<file path="src/hw/rtl/plid_pkg.sv">
// Shared types and constants for the positional list engine.
// No dependencies; used by plid_cell and positional_list_insert_delete_core.
`default_nettype none

package plid_pkg;

    localparam int CAPACITY_DEF = 64;
    localparam int KIND_W       = 3;
    localparam int POS_W        = 7;
    localparam int VAL_W        = 32;
    localparam int LEN_W        = 7;

    localparam logic signed [VAL_W-1:0] RD_NONE = '1;

    typedef enum logic [KIND_W-1:0] {
        KIND_READ      = 3'd0,
        KIND_INS_HEAD  = 3'd1,
        KIND_INS_TAIL  = 3'd2,
        KIND_INS_AT    = 3'd3,
        KIND_DELETE    = 3'd4
    } kind_t;

    typedef enum logic [1:0] {
        ST_DONE  = 2'd0,
        ST_RANGE = 2'd1,
        ST_FULL  = 2'd2
    } status_t;

    typedef struct packed {
        logic [KIND_W-1:0]       kind;
        logic [POS_W-1:0]        position;
        logic signed [VAL_W-1:0] value;
    } cmd_t;

    typedef struct packed {
        logic signed [VAL_W-1:0] read_value;
        logic [1:0]              status;
        logic [LEN_W-1:0]        length;
    } rsp_t;

    typedef struct packed {
        logic we;
        logic up;
    } cell_ctl_t;

endpackage

`default_nettype wire

</file>
<file path="src/hw/rtl/plid_cell.sv">
// One storage cell of the list: holds one entry, shifts with its neighbors.
// Depends on plid_pkg.
`default_nettype none

module plid_cell #(
    parameter int AW  = 6,
    parameter int IDX = 0
) (
    input  wire                                  clk,
    input  wire  plid_pkg::cell_ctl_t            ctl,
    input  wire  [AW-1:0]                        at,
    input  wire  [AW-1:0]                        rd_pos,
    input  wire  logic signed [plid_pkg::VAL_W-1:0] value,
    input  wire  logic signed [plid_pkg::VAL_W-1:0] lower,
    input  wire  logic signed [plid_pkg::VAL_W-1:0] upper,
    output logic signed [plid_pkg::VAL_W-1:0]    entry,
    output logic signed [plid_pkg::VAL_W-1:0]    tap
);

    localparam logic [AW-1:0] MY_IDX = AW'(IDX);

    logic signed [plid_pkg::VAL_W-1:0] entry_reg;
    logic signed [plid_pkg::VAL_W-1:0] entry_next;

    always_comb
    begin
        entry_next = entry_reg;
        if (ctl.we)
        begin
            if (ctl.up)
            begin
                if (MY_IDX > at)
                begin
                    entry_next = lower;
                end
                else if (MY_IDX == at)
                begin
                    entry_next = value;
                end
            end
            else if (MY_IDX >= at)
            begin
                entry_next = upper;
            end
        end
    end

    always_ff @(posedge clk)
    begin
        entry_reg <= entry_next;
    end

    assign entry = entry_reg;
    assign tap   = (rd_pos == MY_IDX) ? entry_reg : '0;

endmodule

`default_nettype wire
</file>
<file path="config.mk">
export PLATFORM = sky130hd
export DESIGN_NAME = plid_cell
export DESIGN_NICKNAME = d
export VERILOG_FILES = /design/src/hw/rtl/plid_pkg.sv /design/src/hw/rtl/plid_cell.sv
export SDC_FILE = /design/constraint.sdc
export NUM_CORES = 1
export LEC_CHECK = 0
export BUFFER_PORTS_ARGS = -buffer_cell sky130_fd_sc_hd__buf_2
export CORE_MARGIN = 1
export CORE_UTILIZATION = 37
export DETAILED_ROUTE_END_ITERATION = 8
export MAX_ROUTING_LAYER = met4
export PLACE_DENSITY = 0.89
export SLEW_MARGIN = 10
export SYNTH_ARGS = -nofsm -noshare
export SYNTH_HDL_FRONTEND = slang
export SYNTH_SLANG_ARGS = --single-unit
</file>
<file path="constraint.sdc">
create_clock -name clk -period 6.7 [get_ports clk]
set_clock_uncertainty 0.1 [all_clocks]
set_input_delay 0 -clock clk [delete_from_list [all_inputs] [get_ports clk]]
set_output_delay 0 -clock clk [all_outputs]
set_load 0.01 [all_outputs]
</file>
==> out/metrics.cfg <==
[worst_setup_path]
crit_path_end_kind = flop
critical-path-top-delay-family = buffers and inverters
worstPathCellList = buf_2 -> mux2_2 -> dlygate4sd3_1
worstSetupStartpointType = primary input
worstPathArrival_ps = 1540
critical_path_class = primary input to flop
critPathSlowestCell = dlygate4sd3_1
critPathMaxFanout = 32
crit_required_ps = 6630
slowest_delay_ps = 560
cp_num_buf_inv = 2

[floorplanning]
dieHeight_um = 68.51
ios = 175
die_w_um = 68.51
initial_utilization = 0.3977
rows = 23
core_area_um2 = 4115
dieArea_um2 = 4693

[finish]
largest_reg_flops = 32
regArea_um2 = 960.9
layout.nets = 427
synthToLayoutAreaGrowth_pct = 90.75
final_area_um2 = 3122
fin_util = 0.7586
stdcell_count = 368
fill_cells = 256
multiInputGateArea_um2 = 610.6
drive_gt1_frac = 0.5868

[synth]
synth.area.top_cells = edfxtp_1, mux2_2, and3_1
ys_warn_count = 0
synth_cells = 110
ys_seq_area_frac = 0.5872
synth_top_family_by_area = multiplexers
postSynthAreaPerCell_um2 = 14.88
synthAdderAreaFrac = 0
synth-simple-area-share = 0.1491
syn_area_um2 = 1637
synth_xor_area_frac = 0
synth.area.mux_share = 0.2202
yosys.area.top_type = edfxtp_1
synth-seq-cells = 32
synth_compound_area_frac = 0
syn-num-nets = 221
yosys.area.top_type_share = 0.5872
synth.distinct_cells = 12

[clock_tree]
numClockSinks = 32
tritoncts = done
root_buffer = clkbuf_8
h-tree-depth = 2
max-clock-path-buffers = 2
postCtsSetupBuffers = 0
cts_buffers = 5
clk_pin_slew_ps = 70
cts_resized = 0

[flow_run]
maxCapViolCount = 0

[placement]
portBuffers = 142
gp_congestion = 0.6749
dp.cells = 294
placed_area_um2 = 2360

[global_route]
grt_pass1_wl_um = 7638
overflow = 0
grt_antenna_before_repair = 0
grt_max_degree = 33
first_global_vias = 1692
gr-usage-all-layers = 0.2386

[routing]
vias = 1768
drt_iter0_markers = 74
totalWireLength_um = 5692
drc = 0
dr.pass1.iters = 4
vias_per_cell = 4.804
ant_nets = 0
wl_per_cell_um = 15.47

[power]
clock_power_share = 0.364
power_leakage_nw = 1.562
seqPwrFrac = 0.452
power_frac_comb = 0.184
internal_power_w = 0.0003961
powerDensity_nw_per_um2 = 158.6
switchingPower_w = 0.00009891
ir_drop_mv = 0.1298
switching_share = 0.1998

[timing]
tns_ps = 0
hold_viol = 0
drv_slew = 0
tightestPinTransition_ps = 713.6
slew_headroom = 0.5243
whs_ps = 200.1
finalSetupViolCount = 0
fmax_mhz = 619.7
min_period_over_period = 0.2408
rsz0062_at_grt = false
finalCriticalPeriod_ps = 1614

[outcome]
outcome = finished clean

[min_path]
worst_hold_path_type = primary input to flop

placed cells by master, fill, tap and decap left out, types with 2 or more instances in the layout:
master	count
buf_4	2
clkbuf_8	5
mux2_1	2
edfxtp_1	32
and3_1	30
and3_2	2
mux2_2	30
buf_2	142
dlygate4sd3_1	64
routing by layer:
layer	wire [um]	GRT usage	up-vias
li1	-	-	835
met1	1978	0.2254	833
met2	3275	0.4596	89
met3	327	0.04934	11
met4	110	0.1016	0
met5	0	-	-
synthesized netlist by cell type:
library cell	instances
and3_2	2
clkbuf_1	4
and3_1	30
buf_4	3
edfxtp_1	32
nor4_1	1
nor4_4	1
mux2_1	2
mux2_2	30
nor2_1	1
or4b_1	1
buf_6	3
worst paths after layout:
kind	startpoint	slack, ps	end	depth (start not counted)
setup / recovery	ctl[0]	5090	entry[9]	3
hold / removal	at[3]	200	entry[18]	3
metrics by stage:
stage / setup WS [ps] / power, W
CTS: 5034 / 0.0004959
detailed placement: 5034 / 0.0002807
floorplan: 2506 / 0.0002538
finish: 5086 / 0.0004950
global placement: 5080 / 0.0002780
global route: 5024 / 0.0005161
cells by family (layout without fill, tap and decap cells):
family	after synthesis	count (layout)
simple gates	36	36
buf+inv	10	217
mux	32	32
other cells	0	1
flops	32	32
what timing repair did:
item,4_1_cts,5_1_grt
endpoints found under the setup margin,0,0
endpoints found under the hold margin,32,0
hold buffers,64,0
power by group through the flow:
| stage | registers (W) | logic, W | clock network (W) |
|---|---|---|---|
| after CTS | 0.000224 | 0.0000878 | 0.000184 |
| after global routing | 0.000224 | 0.0000979 | 0.000195 |
| final | 0.000224 | 0.0000911 | 0.000180 |
| after global placement | 0.000228 | 0.0000500 | 0 |
| after floorplan | 0.000229 | 0.0000250 | 0 |
| after detailed placement | 0.000228 | 0.0000526 | 0 |
area by class of cell:
cell class,count,share of cell area
clock inverters,2,0.01122
multi-input cells,68,0.1956
diodes,1,0.0008016
repair buffers,209,0.4413
flip-flops and latches,32,0.3078
clock buffers,6,0.02325
well taps,50,0.02004
No activity file was read; power rests on OpenSTA's default activity.
